==> config.mk <==
export PLATFORM = sky130hd
export DESIGN_NAME = dual_zone_motor_voltage_control_top
export DESIGN_NICKNAME = d
export VERILOG_FILES = /design/src/dzmvc_pkg.sv /design/src/dual_zone_motor_voltage_control_top.sv /design/src/dzmvc_mul.sv /design/src/dzmvc_div.sv
export SDC_FILE = /design/constraint.sdc
export NUM_CORES = 2
export LEC_CHECK = 0
export BUFFER_PORTS_ARGS = -buffer_cell sky130_fd_sc_hd__buf_4
export CORE_MARGIN = 1
export CORE_UTILIZATION = 29
export CTS_CLUSTER_DIAMETER = 200
export CTS_CLUSTER_SIZE = 25
export DETAILED_ROUTE_END_ITERATION = 12
export GPL_ROUTABILITY_DRIVEN = 1
export PLACE_DENSITY = 0.47
export SLEW_MARGIN = 20
export SYNTH_ARGS = -nofsm -noshare
export SYNTH_HDL_FRONTEND = slang
export SYNTH_HIERARCHICAL = 1
export SYNTH_SLANG_ARGS = --single-unit
==> constraint.sdc <==
create_clock -name clk -period 9.81 [get_ports clk]
set_clock_uncertainty 0.2 [all_clocks]
set_input_delay 0 -clock clk [delete_from_list [all_inputs] [get_ports clk]]
set_output_delay 0 -clock clk [all_outputs]
set_load 0.05 [all_outputs]
==> src/dzmvc_pkg.sv <==
// Shared types, codes and constants for the dual zone motor voltage control block.
package dzmvc_pkg;

  localparam int DUTY_FRAC_BITS_DEF = 12;

  localparam int MUL_AW = 24;
  localparam int MUL_BW = 15;
  localparam int MUL_PW = MUL_AW + MUL_BW;
  localparam int DIV_DW = 19;

  localparam int CFG_IDX_W  = 3;
  localparam int CFG_DATA_W = 16;

  localparam logic [14:0] TRACK_MV_RST   = 15'd14000;
  localparam logic [14:0] START_MV_RST   = 15'd0;
  localparam logic [7:0]  PROP_GAIN_RST  = 8'd2;
  localparam logic [7:0]  INT_GAIN_RST   = 8'd5;
  localparam logic [7:0]  KICK_RST       = 8'd0;
  localparam logic [7:0]  DITHER_RST     = 8'd0;
  localparam logic [15:0] MAX_RPM_RST    = 16'd3000;

  localparam logic [11:0] KICK_FULL_MV   = 12'd4000;
  localparam logic [18:0] DITHER_DIV     = 19'd382500;
  localparam logic [18:0] STEP_DIV       = 19'd255;
  localparam logic [18:0] TORQUE_DIV     = 19'd510;
  localparam logic [18:0] TEN            = 19'd10;
  localparam logic [18:0] DITHER_PERIOD  = 19'd40;
  localparam logic [18:0] DITHER_HALF    = 19'd20;
  localparam logic [31:0] KICK_MS        = 32'd100;
  localparam logic [15:0] RIPPLE_LIMIT   = 16'd100;
  localparam logic [7:0]  TORQUE_STEPS   = 8'd20;
  localparam logic [7:0]  DITHER_STEPS   = 8'd15;
  localparam int          KICK_LOW_MV    = 100;
  localparam int          SLEW_UP_MV     = 400;
  localparam int          SLEW_DN_MV     = 20;
  localparam int          DEADBAND       = 5;
  localparam int          INT_LIMIT      = 1000;

  typedef enum logic [2:0] {
    REG_TRACK_MV,
    REG_START_MV,
    REG_PROP_GAIN,
    REG_INT_GAIN,
    REG_KICK,
    REG_DITHER,
    REG_MAX_RPM
  } reg_idx_t;

  typedef enum logic [1:0] {
    ZONE_STOP,
    ZONE_TORQUE,
    ZONE_VELOCITY
  } zone_t;

  typedef enum logic [4:0] {
    S_IDLE,
    S_APPL,
    S_KMUL,
    S_KDIV,
    S_TMUL,
    S_TDIV,
    S_PDIV,
    S_RMUL,
    S_RDIV,
    S_IMUL1,
    S_IMUL2,
    S_IDIV,
    S_SLEW,
    S_DDIV,
    S_AMUL,
    S_ADIV,
    S_MOD,
    S_SAT,
    S_OMUL,
    S_OUT
  } state_t;

  typedef struct packed {
    logic busy;
    logic done;
  } unit_status_t;

endpackage

==> src/dual_zone_motor_voltage_control_top.sv <==
// Top level: tick sequencer, control state and shared serial arithmetic.
//
// channel | handshake             | beat
// in      | in_valid / in_stall   | speed_step forward now_ms measured_rpm ripple_decihz winding_mohm
// out     | out_valid / out_stall | duty_q12 applied_mv zone kick_on
// cfg     | cfg_valid / cfg_ready | cfg_index cfg_data
//
// A running tick is worked through the shared bit-serial multiplier and divider in turn,
// with NW = max(32, DUTY_FRAC_BITS + 18) as the divider width.
// A stop tick (speed_step 0) goes from idle straight to the output state.
// Synchronous reset restores register defaults and clears the control state.
// in_stall is high while a tick is in progress; a finished beat waits in the output
// register, so the next beat is taken while it is still stalled.
module dual_zone_motor_voltage_control_top #(
  parameter int DUTY_FRAC_BITS = dzmvc_pkg::DUTY_FRAC_BITS_DEF
) (
  input  logic                                  clk,
  input  logic                                  rst,
  input  logic                                  in_valid,
  output logic                                  in_stall,
  input  logic [7:0]                            speed_step,
  input  logic                                  forward,
  input  logic [31:0]                           now_ms,
  input  logic [15:0]                           measured_rpm,
  input  logic [15:0]                           ripple_decihz,
  input  logic [15:0]                           winding_mohm,
  output logic                                  out_valid,
  input  logic                                  out_stall,
  output logic signed [13:0]                    duty_q12,
  output logic [14:0]                           applied_mv,
  output logic [1:0]                            zone,
  output logic                                  kick_on,
  input  logic                                  cfg_valid,
  output logic                                  cfg_ready,
  input  logic [dzmvc_pkg::CFG_IDX_W-1:0]       cfg_index,
  input  logic [dzmvc_pkg::CFG_DATA_W-1:0]      cfg_data
);

  localparam int F   = DUTY_FRAC_BITS;
  localparam int DHW = F + 2;
  localparam int DWW = F + 3;
  localparam int NW  = (F + 18 > 32) ? F + 18 : 32;
  localparam int AW  = dzmvc_pkg::MUL_AW;
  localparam int BW  = dzmvc_pkg::MUL_BW;
  localparam int PW  = dzmvc_pkg::MUL_PW;
  localparam int DW  = dzmvc_pkg::DIV_DW;
  localparam int FULL = 1 << F;

  // configuration
  logic [14:0] track_voltage_mv;
  logic [14:0] start_voltage_mv;
  logic [7:0]  prop_gain_code;
  logic [7:0]  integral_gain_code;
  logic [7:0]  kick_strength;
  logic [7:0]  dither_strength;
  logic [15:0] max_rpm;

  // control state
  dzmvc_pkg::state_t state, state_next;
  logic launch;
  logic signed [DHW-1:0] duty_held;
  logic [14:0]           last_control;
  logic signed [23:0]    error_integral;
  logic                  kick_active;
  logic [31:0]           kick_start_ms;

  // tick work registers
  logic [7:0]            step_r;
  logic                  fwd_r;
  logic [31:0]           now_r;
  logic [15:0]           rpm_r;
  logic [15:0]           ripple_r;
  logic [15:0]           rmohm_r;
  logic                  kick_use;
  logic [11:0]           kick_mv;
  logic signed [31:0]    vt;
  logic signed [31:0]    work;
  logic signed [17:0]    err;
  logic signed [DWW-1:0] duty_w;
  logic [F:0]            amp;
  logic                  phase_add;
  logic [14:0]           applied_r;
  dzmvc_pkg::zone_t      zone_r;

  // arithmetic units
  logic                    mul_start, mul_use;
  logic [AW-1:0]           mul_a;
  logic [BW-1:0]           mul_b;
  logic [PW-1:0]           mul_prod;
  dzmvc_pkg::unit_status_t mul_status;
  logic                    div_start, div_use;
  logic [NW-1:0]           div_num;
  logic [DW-1:0]           div_den;
  logic [NW-1:0]           div_q;
  logic [DW-1:0]           div_r;
  dzmvc_pkg::unit_status_t div_status;

  // combinational helpers
  logic [DHW-1:0]        duty_mag;
  logic                  torque;
  logic                  dith;
  logic [3:0]            dstep;
  logic [9:0]            c39;
  logic [11:0]           kp10;
  logic [23:0]           int_mag;
  logic [17:0]           err_mag;
  logic signed [17:0]    err_new;
  logic signed [24:0]    int_sum;
  logic signed [23:0]    int_upd;
  logic signed [31:0]    prod_s;
  logic signed [31:0]    q_s;
  logic signed [31:0]    last_s;
  logic signed [31:0]    track_s;
  logic signed [31:0]    vc;
  logic signed [DWW-1:0] d_sum;
  logic signed [DWW-1:0] d_sat;
  logic signed [DWW-1:0] d_fin;
  logic [31:0]           kstart;
  logic                  kick_trig;
  logic                  out_free;

  assign in_stall  = (state != dzmvc_pkg::S_IDLE);
  assign cfg_ready = 1'b1;
  assign out_free  = !out_valid || !out_stall;

  assign duty_mag = duty_held[DHW-1] ? DHW'(-duty_held) : DHW'(duty_held);
  assign torque   = (ripple_r <= dzmvc_pkg::RIPPLE_LIMIT) && (step_r < dzmvc_pkg::TORQUE_STEPS);
  assign dith     = (step_r < dzmvc_pkg::DITHER_STEPS) && (dither_strength != '0);
  assign dstep    = 4'(dzmvc_pkg::DITHER_STEPS - step_r);
  assign c39      = 10'({dstep, 5'b0}) + 10'({dstep, 2'b0}) + 10'({dstep, 1'b0}) + 10'(dstep);
  assign kp10     = 12'({prop_gain_code, 3'b0}) + 12'({prop_gain_code, 1'b0});
  assign int_mag  = error_integral[23] ? 24'(-error_integral) : 24'(error_integral);
  assign err_mag  = err[17] ? 18'(-err) : 18'(err);
  assign err_new  = $signed({2'b0, div_q[15:0]}) - $signed({2'b0, rpm_r});
  assign int_sum  = 25'(error_integral) + 25'(err_new);
  assign prod_s   = $signed(mul_prod[31:0]);
  assign q_s      = (work < 0) ? -$signed(32'(div_q)) : $signed(32'(div_q));
  assign last_s   = $signed({17'b0, last_control});
  assign track_s  = $signed({17'b0, track_voltage_mv});
  assign kick_trig = !kick_active && (mul_prod < (PW'(dzmvc_pkg::KICK_LOW_MV) << F));
  assign kstart   = kick_trig ? now_r : kick_start_ms;

  always_comb begin
    if (int_sum > 25'(dzmvc_pkg::INT_LIMIT)) begin
      int_upd = 24'(dzmvc_pkg::INT_LIMIT);
    end else if (int_sum < -25'(dzmvc_pkg::INT_LIMIT)) begin
      int_upd = -24'(dzmvc_pkg::INT_LIMIT);
    end else begin
      int_upd = int_sum[23:0];
    end
  end

  always_comb begin
    vc = vt;
    if (vt > last_s + 32'sd400) begin
      vc = last_s + 32'(dzmvc_pkg::SLEW_UP_MV);
    end
    if (vt < last_s - 32'sd20) begin
      vc = last_s - 32'(dzmvc_pkg::SLEW_DN_MV);
    end
    if (vc > track_s) begin
      vc = track_s;
    end
    if (vc < 0) begin
      vc = '0;
    end
  end

  always_comb begin
    d_sum = phase_add ? duty_w + $signed(DWW'(amp)) : duty_w - $signed(DWW'(amp));
    if (d_sum > DWW'(FULL)) begin
      d_sat = DWW'(FULL);
    end else if (d_sum < -DWW'(FULL)) begin
      d_sat = -DWW'(FULL);
    end else begin
      d_sat = d_sum;
    end
    d_fin = fwd_r ? d_sat : -d_sat;
  end

  // sequencer
  always_ff @(posedge clk) begin
    if (rst) begin
      state  <= dzmvc_pkg::S_IDLE;
      launch <= 1'b0;
    end else begin
      state  <= state_next;
      launch <= (state_next != state);
    end
  end

  always_comb begin
    state_next = state;
    mul_use    = 1'b0;
    div_use    = 1'b0;
    mul_a      = '0;
    mul_b      = '0;
    div_num    = '0;
    div_den    = '0;
    unique case (state)
      dzmvc_pkg::S_IDLE: begin
        if (in_valid) begin
          state_next = (speed_step == '0) ? dzmvc_pkg::S_OUT : dzmvc_pkg::S_APPL;
        end
      end
      dzmvc_pkg::S_APPL: begin
        mul_use = 1'b1;
        mul_a   = AW'(duty_mag);
        mul_b   = track_voltage_mv;
        if (mul_status.done) state_next = dzmvc_pkg::S_KMUL;
      end
      dzmvc_pkg::S_KMUL: begin
        mul_use = 1'b1;
        mul_a   = AW'(dzmvc_pkg::KICK_FULL_MV);
        mul_b   = BW'(kick_strength);
        if (mul_status.done) state_next = dzmvc_pkg::S_KDIV;
      end
      dzmvc_pkg::S_KDIV: begin
        div_use = 1'b1;
        div_num = NW'(mul_prod);
        div_den = dzmvc_pkg::STEP_DIV;
        if (div_status.done) state_next = torque ? dzmvc_pkg::S_TMUL : dzmvc_pkg::S_RMUL;
      end
      dzmvc_pkg::S_TMUL: begin
        mul_use = 1'b1;
        mul_a   = AW'(rmohm_r);
        mul_b   = BW'(step_r);
        if (mul_status.done) state_next = dzmvc_pkg::S_TDIV;
      end
      dzmvc_pkg::S_TDIV: begin
        div_use = 1'b1;
        div_num = NW'(mul_prod);
        div_den = dzmvc_pkg::TORQUE_DIV;
        if (div_status.done) begin
          state_next = (integral_gain_code != '0) ? dzmvc_pkg::S_PDIV : dzmvc_pkg::S_SLEW;
        end
      end
      dzmvc_pkg::S_PDIV: begin
        div_use = 1'b1;
        div_num = (NW'(vt) << 3) + (NW'(vt) << 1);
        div_den = DW'(integral_gain_code);
        if (div_status.done) state_next = dzmvc_pkg::S_SLEW;
      end
      dzmvc_pkg::S_RMUL: begin
        mul_use = 1'b1;
        mul_a   = AW'(max_rpm);
        mul_b   = BW'(step_r);
        if (mul_status.done) state_next = dzmvc_pkg::S_RDIV;
      end
      dzmvc_pkg::S_RDIV: begin
        div_use = 1'b1;
        div_num = NW'(mul_prod);
        div_den = dzmvc_pkg::STEP_DIV;
        if (div_status.done) state_next = dzmvc_pkg::S_IMUL1;
      end
      dzmvc_pkg::S_IMUL1: begin
        mul_use = 1'b1;
        mul_a   = AW'(err_mag);
        mul_b   = BW'(kp10);
        if (mul_status.done) state_next = dzmvc_pkg::S_IMUL2;
      end
      dzmvc_pkg::S_IMUL2: begin
        mul_use = 1'b1;
        mul_a   = int_mag;
        mul_b   = BW'(integral_gain_code);
        if (mul_status.done) state_next = dzmvc_pkg::S_IDIV;
      end
      dzmvc_pkg::S_IDIV: begin
        div_use = 1'b1;
        div_num = (work < 0) ? NW'(-work) + NW'(9) : NW'(work);
        div_den = dzmvc_pkg::TEN;
        if (div_status.done) state_next = dzmvc_pkg::S_SLEW;
      end
      dzmvc_pkg::S_SLEW: begin
        if (track_voltage_mv != '0) begin
          state_next = dzmvc_pkg::S_DDIV;
        end else begin
          state_next = dith ? dzmvc_pkg::S_AMUL : dzmvc_pkg::S_SAT;
        end
      end
      dzmvc_pkg::S_DDIV: begin
        div_use = 1'b1;
        div_num = (NW'(last_control) << F) + NW'(track_voltage_mv[14:1]);
        div_den = DW'(track_voltage_mv);
        if (div_status.done) state_next = dith ? dzmvc_pkg::S_AMUL : dzmvc_pkg::S_SAT;
      end
      dzmvc_pkg::S_AMUL: begin
        mul_use = 1'b1;
        mul_a   = AW'(dither_strength);
        mul_b   = BW'(c39);
        if (mul_status.done) state_next = dzmvc_pkg::S_ADIV;
      end
      dzmvc_pkg::S_ADIV: begin
        div_use = 1'b1;
        div_num = NW'(mul_prod) << F;
        div_den = dzmvc_pkg::DITHER_DIV;
        if (div_status.done) state_next = dzmvc_pkg::S_MOD;
      end
      dzmvc_pkg::S_MOD: begin
        div_use = 1'b1;
        div_num = NW'(now_r);
        div_den = dzmvc_pkg::DITHER_PERIOD;
        if (div_status.done) state_next = dzmvc_pkg::S_SAT;
      end
      dzmvc_pkg::S_SAT: begin
        state_next = dzmvc_pkg::S_OMUL;
      end
      dzmvc_pkg::S_OMUL: begin
        mul_use = 1'b1;
        mul_a   = AW'(duty_mag);
        mul_b   = track_voltage_mv;
        if (mul_status.done) state_next = dzmvc_pkg::S_OUT;
      end
      dzmvc_pkg::S_OUT: begin
        if (out_free) state_next = dzmvc_pkg::S_IDLE;
      end
      default: state_next = dzmvc_pkg::S_IDLE;
    endcase
  end

  assign mul_start = launch && mul_use;
  assign div_start = launch && div_use;

  dzmvc_mul #(
    .AW(AW),
    .BW(BW)
  ) u_mul (
    .clk    (clk),
    .rst    (rst),
    .start  (mul_start),
    .a      (mul_a),
    .b      (mul_b),
    .prod   (mul_prod),
    .status (mul_status)
  );

  dzmvc_div #(
    .NW(NW),
    .DW(DW)
  ) u_div (
    .clk    (clk),
    .rst    (rst),
    .start  (div_start),
    .num    (div_num),
    .den    (div_den),
    .quo    (div_q),
    .rem    (div_r),
    .status (div_status)
  );

  // configuration registers
  always_ff @(posedge clk) begin
    if (rst) begin
      track_voltage_mv   <= dzmvc_pkg::TRACK_MV_RST;
      start_voltage_mv   <= dzmvc_pkg::START_MV_RST;
      prop_gain_code     <= dzmvc_pkg::PROP_GAIN_RST;
      integral_gain_code <= dzmvc_pkg::INT_GAIN_RST;
      kick_strength      <= dzmvc_pkg::KICK_RST;
      dither_strength    <= dzmvc_pkg::DITHER_RST;
      max_rpm            <= dzmvc_pkg::MAX_RPM_RST;
    end else if (cfg_valid && cfg_ready) begin
      unique case (cfg_index)
        dzmvc_pkg::REG_TRACK_MV:  track_voltage_mv   <= cfg_data[14:0];
        dzmvc_pkg::REG_START_MV:  start_voltage_mv   <= cfg_data[14:0];
        dzmvc_pkg::REG_PROP_GAIN: prop_gain_code     <= cfg_data[7:0];
        dzmvc_pkg::REG_INT_GAIN:  integral_gain_code <= cfg_data[7:0];
        dzmvc_pkg::REG_KICK:      kick_strength      <= cfg_data[7:0];
        dzmvc_pkg::REG_DITHER:    dither_strength    <= cfg_data[7:0];
        dzmvc_pkg::REG_MAX_RPM:   max_rpm            <= cfg_data;
        default: ;
      endcase
    end
  end

  // control state kept across ticks
  always_ff @(posedge clk) begin
    if (rst) begin
      duty_held      <= '0;
      last_control   <= '0;
      error_integral <= '0;
      kick_active    <= 1'b0;
      kick_start_ms  <= '0;
    end else begin
      unique case (state)
        dzmvc_pkg::S_IDLE: begin
          if (in_valid && speed_step == '0) begin
            duty_held      <= '0;
            last_control   <= '0;
            error_integral <= '0;
            kick_active    <= 1'b0;
          end
        end
        dzmvc_pkg::S_APPL: begin
          if (mul_status.done) begin
            kick_start_ms <= kstart;
            kick_active   <= (kick_active || kick_trig) && (now_r - kstart < dzmvc_pkg::KICK_MS);
          end
        end
        dzmvc_pkg::S_PDIV: begin
          if (div_status.done) error_integral <= div_q[23:0];
        end
        dzmvc_pkg::S_RDIV: begin
          if (div_status.done && (err_new > 18'sd5 || err_new < -18'sd5)) begin
            error_integral <= int_upd;
          end
        end
        dzmvc_pkg::S_SLEW: last_control <= vc[14:0];
        dzmvc_pkg::S_SAT:  duty_held    <= DHW'(d_fin);
        default: ;
      endcase
    end
  end

  // per-tick working values
  always_ff @(posedge clk) begin
    unique case (state)
      dzmvc_pkg::S_IDLE: begin
        if (in_valid) begin
          step_r    <= speed_step;
          fwd_r     <= forward;
          now_r     <= now_ms;
          rpm_r     <= measured_rpm;
          ripple_r  <= ripple_decihz;
          rmohm_r   <= winding_mohm;
          applied_r <= '0;
          zone_r    <= dzmvc_pkg::ZONE_STOP;
        end
      end
      dzmvc_pkg::S_APPL: begin
        if (mul_status.done) begin
          kick_use <= (kick_active || kick_trig) && (now_r - kstart < dzmvc_pkg::KICK_MS);
        end
      end
      dzmvc_pkg::S_KDIV: begin
        if (div_status.done) begin
          kick_mv <= kick_use ? div_q[11:0] : '0;
          zone_r  <= torque ? dzmvc_pkg::ZONE_TORQUE : dzmvc_pkg::ZONE_VELOCITY;
        end
      end
      dzmvc_pkg::S_TDIV: begin
        if (div_status.done) begin
          vt <= 32'(div_q[15:0]) + 32'(start_voltage_mv) + 32'(kick_mv);
        end
      end
      dzmvc_pkg::S_RDIV: begin
        if (div_status.done) err <= err_new;
      end
      dzmvc_pkg::S_IMUL1: begin
        if (mul_status.done) work <= err[17] ? -prod_s : prod_s;
      end
      dzmvc_pkg::S_IMUL2: begin
        if (mul_status.done) work <= work + (error_integral[23] ? -prod_s : prod_s);
      end
      dzmvc_pkg::S_IDIV: begin
        if (div_status.done) begin
          vt <= q_s + 32'(start_voltage_mv) + 32'(kick_mv);
        end
      end
      dzmvc_pkg::S_SLEW: begin
        duty_w    <= '0;
        amp       <= '0;
        phase_add <= 1'b1;
      end
      dzmvc_pkg::S_DDIV: begin
        if (div_status.done) duty_w <= DWW'(div_q[F:0]);
      end
      dzmvc_pkg::S_ADIV: begin
        if (div_status.done) amp <= div_q[F:0];
      end
      dzmvc_pkg::S_MOD: begin
        if (div_status.done) phase_add <= div_r < dzmvc_pkg::DITHER_HALF;
      end
      dzmvc_pkg::S_OMUL: begin
        if (mul_status.done) applied_r <= 15'(mul_prod >> F);
      end
      default: ;
    endcase
  end

  // output register
  always_ff @(posedge clk) begin
    if (rst) begin
      out_valid <= 1'b0;
    end else if (state == dzmvc_pkg::S_OUT && out_free) begin
      out_valid <= 1'b1;
    end else if (out_valid && !out_stall) begin
      out_valid <= 1'b0;
    end
  end

  always_ff @(posedge clk) begin
    if (state == dzmvc_pkg::S_OUT && out_free) begin
      duty_q12   <= 14'(duty_held);
      applied_mv <= applied_r;
      zone       <= zone_r;
      kick_on    <= kick_active;
    end
  end

`ifndef SYNTHESIS
  a_out_loaded: assert property (@(posedge clk) disable iff (rst)
    (state == dzmvc_pkg::S_OUT && out_free) |=> out_valid)
    else $error("finished tick not presented");

  a_units_idle: assert property (@(posedge clk) disable iff (rst)
    (state == dzmvc_pkg::S_IDLE) |-> (!mul_status.busy && !div_status.busy))
    else $error("arithmetic unit busy while idle");

  a_stop_beat: assert property (@(posedge clk) disable iff (rst)
    ($rose(out_valid) && zone == dzmvc_pkg::ZONE_STOP) |->
      (duty_q12 == '0 && applied_mv == '0 && !kick_on))
    else $error("stop beat carries drive");

  a_slew_clamp: assert property (@(posedge clk) disable iff (rst)
    (state == dzmvc_pkg::S_SLEW && !(cfg_valid && cfg_ready)) |=>
      (last_control <= track_voltage_mv))
    else $error("control voltage above track voltage");
`endif

endmodule

==> src/dzmvc_mul.sv <==
// Bit-serial shift-add multiplier, one multiplier bit per cycle.
module dzmvc_mul #(
  parameter int AW = dzmvc_pkg::MUL_AW,
  parameter int BW = dzmvc_pkg::MUL_BW
) (
  input  logic                   clk,
  input  logic                   rst,
  input  logic                   start,
  input  logic [AW-1:0]          a,
  input  logic [BW-1:0]          b,
  output logic [AW+BW-1:0]       prod,
  output dzmvc_pkg::unit_status_t status
);

  localparam int CW = $clog2(BW + 1);

  logic [AW-1:0]    mcand;
  logic [AW+BW-1:0] acc;
  logic [CW-1:0]    count;
  logic             busy;
  logic             done;
  logic [AW:0]      sum;

  assign sum = {1'b0, acc[AW+BW-1:BW]} + (acc[0] ? {1'b0, mcand} : '0);

  always_ff @(posedge clk) begin
    if (rst) begin
      busy  <= 1'b0;
      done  <= 1'b0;
      count <= '0;
    end else begin
      done <= 1'b0;
      if (start && !busy) begin
        busy  <= 1'b1;
        count <= CW'(BW);
      end else if (busy) begin
        count <= count - CW'(1);
        if (count == CW'(1)) begin
          busy <= 1'b0;
          done <= 1'b1;
        end
      end
    end
  end

  always_ff @(posedge clk) begin
    if (start && !busy) begin
      mcand <= a;
      acc   <= {AW'(0), b};
    end else if (busy) begin
      acc <= {sum, acc[BW-1:1]};
    end
  end

  assign prod        = acc;
  assign status.busy = busy;
  assign status.done = done;

endmodule

==> src/dzmvc_div.sv <==
// Bit-serial restoring divider, one quotient bit per cycle.
module dzmvc_div #(
  parameter int NW = 32,
  parameter int DW = dzmvc_pkg::DIV_DW
) (
  input  logic                    clk,
  input  logic                    rst,
  input  logic                    start,
  input  logic [NW-1:0]           num,
  input  logic [DW-1:0]           den,
  output logic [NW-1:0]           quo,
  output logic [DW-1:0]           rem,
  output dzmvc_pkg::unit_status_t status
);

  localparam int CW = $clog2(NW + 1);

  logic [DW-1:0] den_r;
  logic [CW-1:0] count;
  logic          busy;
  logic          done;
  logic [DW:0]   trial;
  logic [DW:0]   diff;
  logic          ge;

  assign trial = {rem, quo[NW-1]};
  assign ge    = trial >= {1'b0, den_r};
  assign diff  = trial - {1'b0, den_r};

  always_ff @(posedge clk) begin
    if (rst) begin
      busy  <= 1'b0;
      done  <= 1'b0;
      count <= '0;
    end else begin
      done <= 1'b0;
      if (start && !busy) begin
        busy  <= 1'b1;
        count <= CW'(NW);
      end else if (busy) begin
        count <= count - CW'(1);
        if (count == CW'(1)) begin
          busy <= 1'b0;
          done <= 1'b1;
        end
      end
    end
  end

  always_ff @(posedge clk) begin
    if (start && !busy) begin
      den_r <= den;
      rem   <= '0;
      quo   <= num;
    end else if (busy) begin
      rem <= ge ? diff[DW-1:0] : trial[DW-1:0];
      quo <= {quo[NW-2:0], ge};
    end
  end

  assign status.busy = busy;
  assign status.done = done;

endmodule
# Word level (Yosys, flattened, before mapping)
# Cells that the tools add are included.
# word_totals
elab_cells	311
ff_bits	579
out_inout_bits	35
inputBits	113
# op_classes
mux	97
magnitude_cmp	18
n_bitwise	2
addsub	31
eq_ne	42
n_reduce_logical	73
# ops
cell	count
32-bit 2-to-1 mux	14
32-bit case mux with 6 select lines	1
24-bit 2-to-1 mux	7
24-bit case mux with 7 select lines	1
19-bit case mux with 7 select lines	1
32-bit case mux with 2 select lines	2
15-bit 2-to-1 mux	8
5-bit 2-to-1 mux	20
32-bit negator	3
5-bit case mux with 19 select lines	1
15-bit case mux with 2 select lines	3
15-bit case mux with 6 select lines	1
24-bit case mux with 3 select lines	1
14-bit 2-to-1 mux	5
32-bit adder	2
32-bit by 1-bit less-than comparator with 1-bit output, second input constant	2
5-bit by 4-bit == test with 1-bit output, second input constant	8
39-bit by 19-bit less-than comparator with 1-bit output, second input constant	1
32-bit by 12-bit adder with 32-bit output	1
32-bit by 15-bit adder with 32-bit output	1
32-bit by 5-bit adder with 32-bit output, second input constant	1
32-bit by 16-bit > comparator with 1-bit output	1
32-bit > comparator	1
32-bit less-than comparator	1
other kinds (75)	176

# Depth between registers and ports, before layout
# depth
word_depth	9
depth_mapped	35
depth_no_buf	32

# Hierarchy
# The synthesis kept the hierarchy.
# modules_own_cells
mod	area_each_um2	instances	cells_each
dual_zone_motor_voltage_control_top	35220.0	1	4126
dzmvc_div	4310.4	1	408
dzmvc_mul	3880.0	1	371

# Worst setup path before layout
# No wires, ideal clock.
# synth_path
path_type	reg2reg
start	register last_control[3]
end	register last_control[12]
t_required_ns	9.493
setup_ns	0.117
setup_slack_ns	2.821
path_stages_with_launch	29
arrival_ns	6.672
path_cell_list	dfxtp_1 clkbuf_1 o21ai_0 nor3b_1 nand3_1 ha_1 a21o_1 a21o_1 a21o_1 a21o_1 a21o_1 a21o_1 a211o_1 a21oi_1 clkbuf_1 clkbuf_1 o31ai_1 ha_1 nand2_1 nor4_1 a2111oi_0 o21a_1 a221oi_1 nand2_1 mux2_2 a21oi_1 clkbuf_1 a21oi_1 a22o_1
# synth_between
elab_chain_len	9
# synth_rtl
element	line	text
start: declaration	dual_zone_motor_voltage_control_top.sv:62	logic [14:0] last_control;
start signal: assignment	dual_zone_motor_voltage_control_top.sv:407	dzmvc_pkg::S_SLEW: last_control <= vc[14:0];
15-bit by 9-bit adder with 16-bit output	dual_zone_motor_voltage_control_top.sv:155, dual_zone_motor_voltage_control_top.sv:156	
32-bit > comparator	dual_zone_motor_voltage_control_top.sv:155	if (vt > last_s + 32'sd400) begin
32-bit 2-to-1 mux	dual_zone_motor_voltage_control_top.sv:155	
32-bit 2-to-1 mux *	dual_zone_motor_voltage_control_top.sv:158	if (vt < last_s - 32'sd20) begin
32-bit by 16-bit > comparator with 1-bit output	dual_zone_motor_voltage_control_top.sv:161	if (vc > track_s) begin
32-bit 2-to-1 mux *	dual_zone_motor_voltage_control_top.sv:161	
32-bit by 1-bit less-than comparator with 1-bit output	dual_zone_motor_voltage_control_top.sv:164	if (vc < 0) begin
15-bit 2-to-1 mux *	dual_zone_motor_voltage_control_top.sv:164	
15-bit case mux with 2 select lines *	dual_zone_motor_voltage_control_top.sv:384	unique case (state)
# Mark *: on every way between the ends. The rest lies on a longest branch, timed or not.
# A chain may end at the register's enable or synchronous reset.

# Worst setup path after layout
# layout_path
start	register last_control[2]
end	register last_control[1]
# The elaborated chain is that of the path after synthesis.

==> flow_summary.toml <==
[sta]
layout_setup_ws_ns = 2.51
rsz0062_at_grt = "no"
hold_viol = 0
setup_viol = 0
max_freq_mhz = 137
fin_tns_setup_ns = 0
finalCriticalPeriod_ns = 7.30
fin_crit_sh_pct = 74.4
relSlewSlack_pct = 18.0
slew_violations = 0
tightest_slew_ns = 1.23

[synth]
synth_warnings = 6
syn-cell-area_mm2 = 0.0434
synth_area_per_cell_um2 = 8.85
synthCells = 4903
synth_nets = 5383

[route]
vias = 39000
viasPerCell = 5.48
wl_per_cell_um = 24.5
drt_iter0_markers = 3836
drtPass1Iterations = 8
detail-route-antenna-nets = 0
drc_errors = 0
wl_um = 174000

[critical_path]
cp_common_cell = "o21a_1"
cp_slowest_cell = "a32o_1"
crit_arrival_ns = 7.70
crit_family = "compound AO/OA/AOI/OAI gates"
required_ns = 10.20
end_kind = "flop"
crit_buf_inv = 3
crit_fanout = 15
cpPeakStageDelay_ns = 0.71
crit_type = "flop to flop"
startpoint_type = "flop"

[clocking]
cts_setup_buffers = 0
clock-sinks = 577
h-tree-depth = 1
cts.path.max_buffers = 3
cts_tree = "done"
worstSkewPairLatency_ns = 0.70
cts-root-buf = "clkbuf_16"
cts_buffers = 27
path_clk_slew_ns = 0.12

[placed_design]
gp_congestion = 0.950
post-dp-hpwl_um = 134000
io_buffer_count = 146
pre_cts_ws_ns = 2.59
dp_cells = 6830

[layout]
final_cell_mix = "nand2_1, a21oi_1, edfxtp_1, ha_1, inv_1"
insertedDiodeCount = 0
final_common_cell = "nand2_1"
fill_cells = 15400
drive_above_1_share_pct = 7.81
post-route-util_pct = 33.6
nets = 5636
final-instance-count-excl-fill = 7106
area_growth_pct = 14.9

[power]
pwr-share-comb_pct = 38.8
ir_drop_v = 0.000144
p_int_uw = 4450
clock_power_share_pct = 19.6
swShare_pct = 39.5
switchingPower_uw = 2910
total_leakage_power_uw = 0.0192
finalPower_uw = 7360
power_density_mw_per_mm2 = 148
pwr-share-seq_pct = 41.6

[floorplanning]
die-area_mm2 = 0.151
die_w_um = 389
coreArea_mm2 = 0.148
die_y_um = 389
start_util_pct = 29.3
boundaryPins = 148
rows = 141

[global_routing]
grt_max_degree = 71
grt.overflow.total = 0
first_global_vias = 36700
grt_pass1_wl_um = 253000
gr-usage-all-layers_pct = 22.3
grt_antenna_before_repair = 9

[hold_path]
hold_path.class = "primary input to flop"

[flow_run]
drv_cap = 0

[status]
status = "completed"
-- final timing paths --
kind / start / endpoint / slack (ns) / cells past startpoint
worst max-delay path: last_control[2] / last_control[1] / 2.51 / 30
worst min-delay path: rst / state[3] / 0.02 / 3
worst max register to register: last_control[2] / last_control[1] / 2.51 / 30
worst min register to register: applied_r[9] / applied_mv[9] / 0.23 / 0
-- metrics by stage --
step,area [um^2],hold WS [ns]
4_1_cts,49900,0.00457
3_3_place_gp,46800,-0.0221
2_1_floorplan,43400,-0.128
3_5_place_dp,46800,-0.0207
5_1_grt,49900,0.0451
6_report,49900,0.0202
-- power by group through the flow --
stage / logic, uW / clock network [uW] / registers (uW)
global placement: 2740 / 0 / 3110
finish: 2850 / 1450 / 3060
CTS: 2820 / 1490 / 3060
floorplan: 1990 / 0 / 2950
global route: 3120 / 1550 / 3070
detailed placement: 2740 / 0 / 3110
-- worst min-delay path: stages --
cell,delay (ns)
dlygate4sd3_1,0.56
buf_6,0.22
a31oi_1,0.06
-- timing repair --
action	4_1_cts	5_1_grt
endpoints found under the hold margin	293	0
hold buffers	227	0
setup endpoints to repair	0	0
resized for setup	0	0
-- final cells by class --
cell class	instances	area [um^2]	area share [%]
clock buffers	47	751	1.51
clock inverters	2	50.0	0.100
inverters	261	980	1.97
multi-input cells	3829	26600	53.3
flip-flops and latches	577	15000	30.2
well taps	1930	2410	4.84
repair buffers	460	4040	8.10
-- metal layers --
metal  part of all wire (%)  vias up  track usage, %
li1                       -    18500               -
met1                     46    19100            31.3
met2                     45     1155            35.5
met3                    5.9      195            2.87
met4                    3.5        2            6.96
met5                 0.0075        -               0
-- state kept, by name, summed over array words and instances (netlist names), 14 cells and up --
signal            flops
u_div/quo            32
u_mul/mcand          24
ripple_r             16
now_r                32
vt                   32
max_rpm              16
u_mul/prod           39
last_control         15
rmohm_r              16
applied_mv           15
rpm_r                16
start_voltage_mv     15
err                  17
track_voltage_mv     15
duty_q12             14
duty_held            14
work                 32
applied_r            15
error_integral       24
u_div/rem            19
kick_start_ms        32
u_div/den_r          19
(Power assumes the default switching activity.)
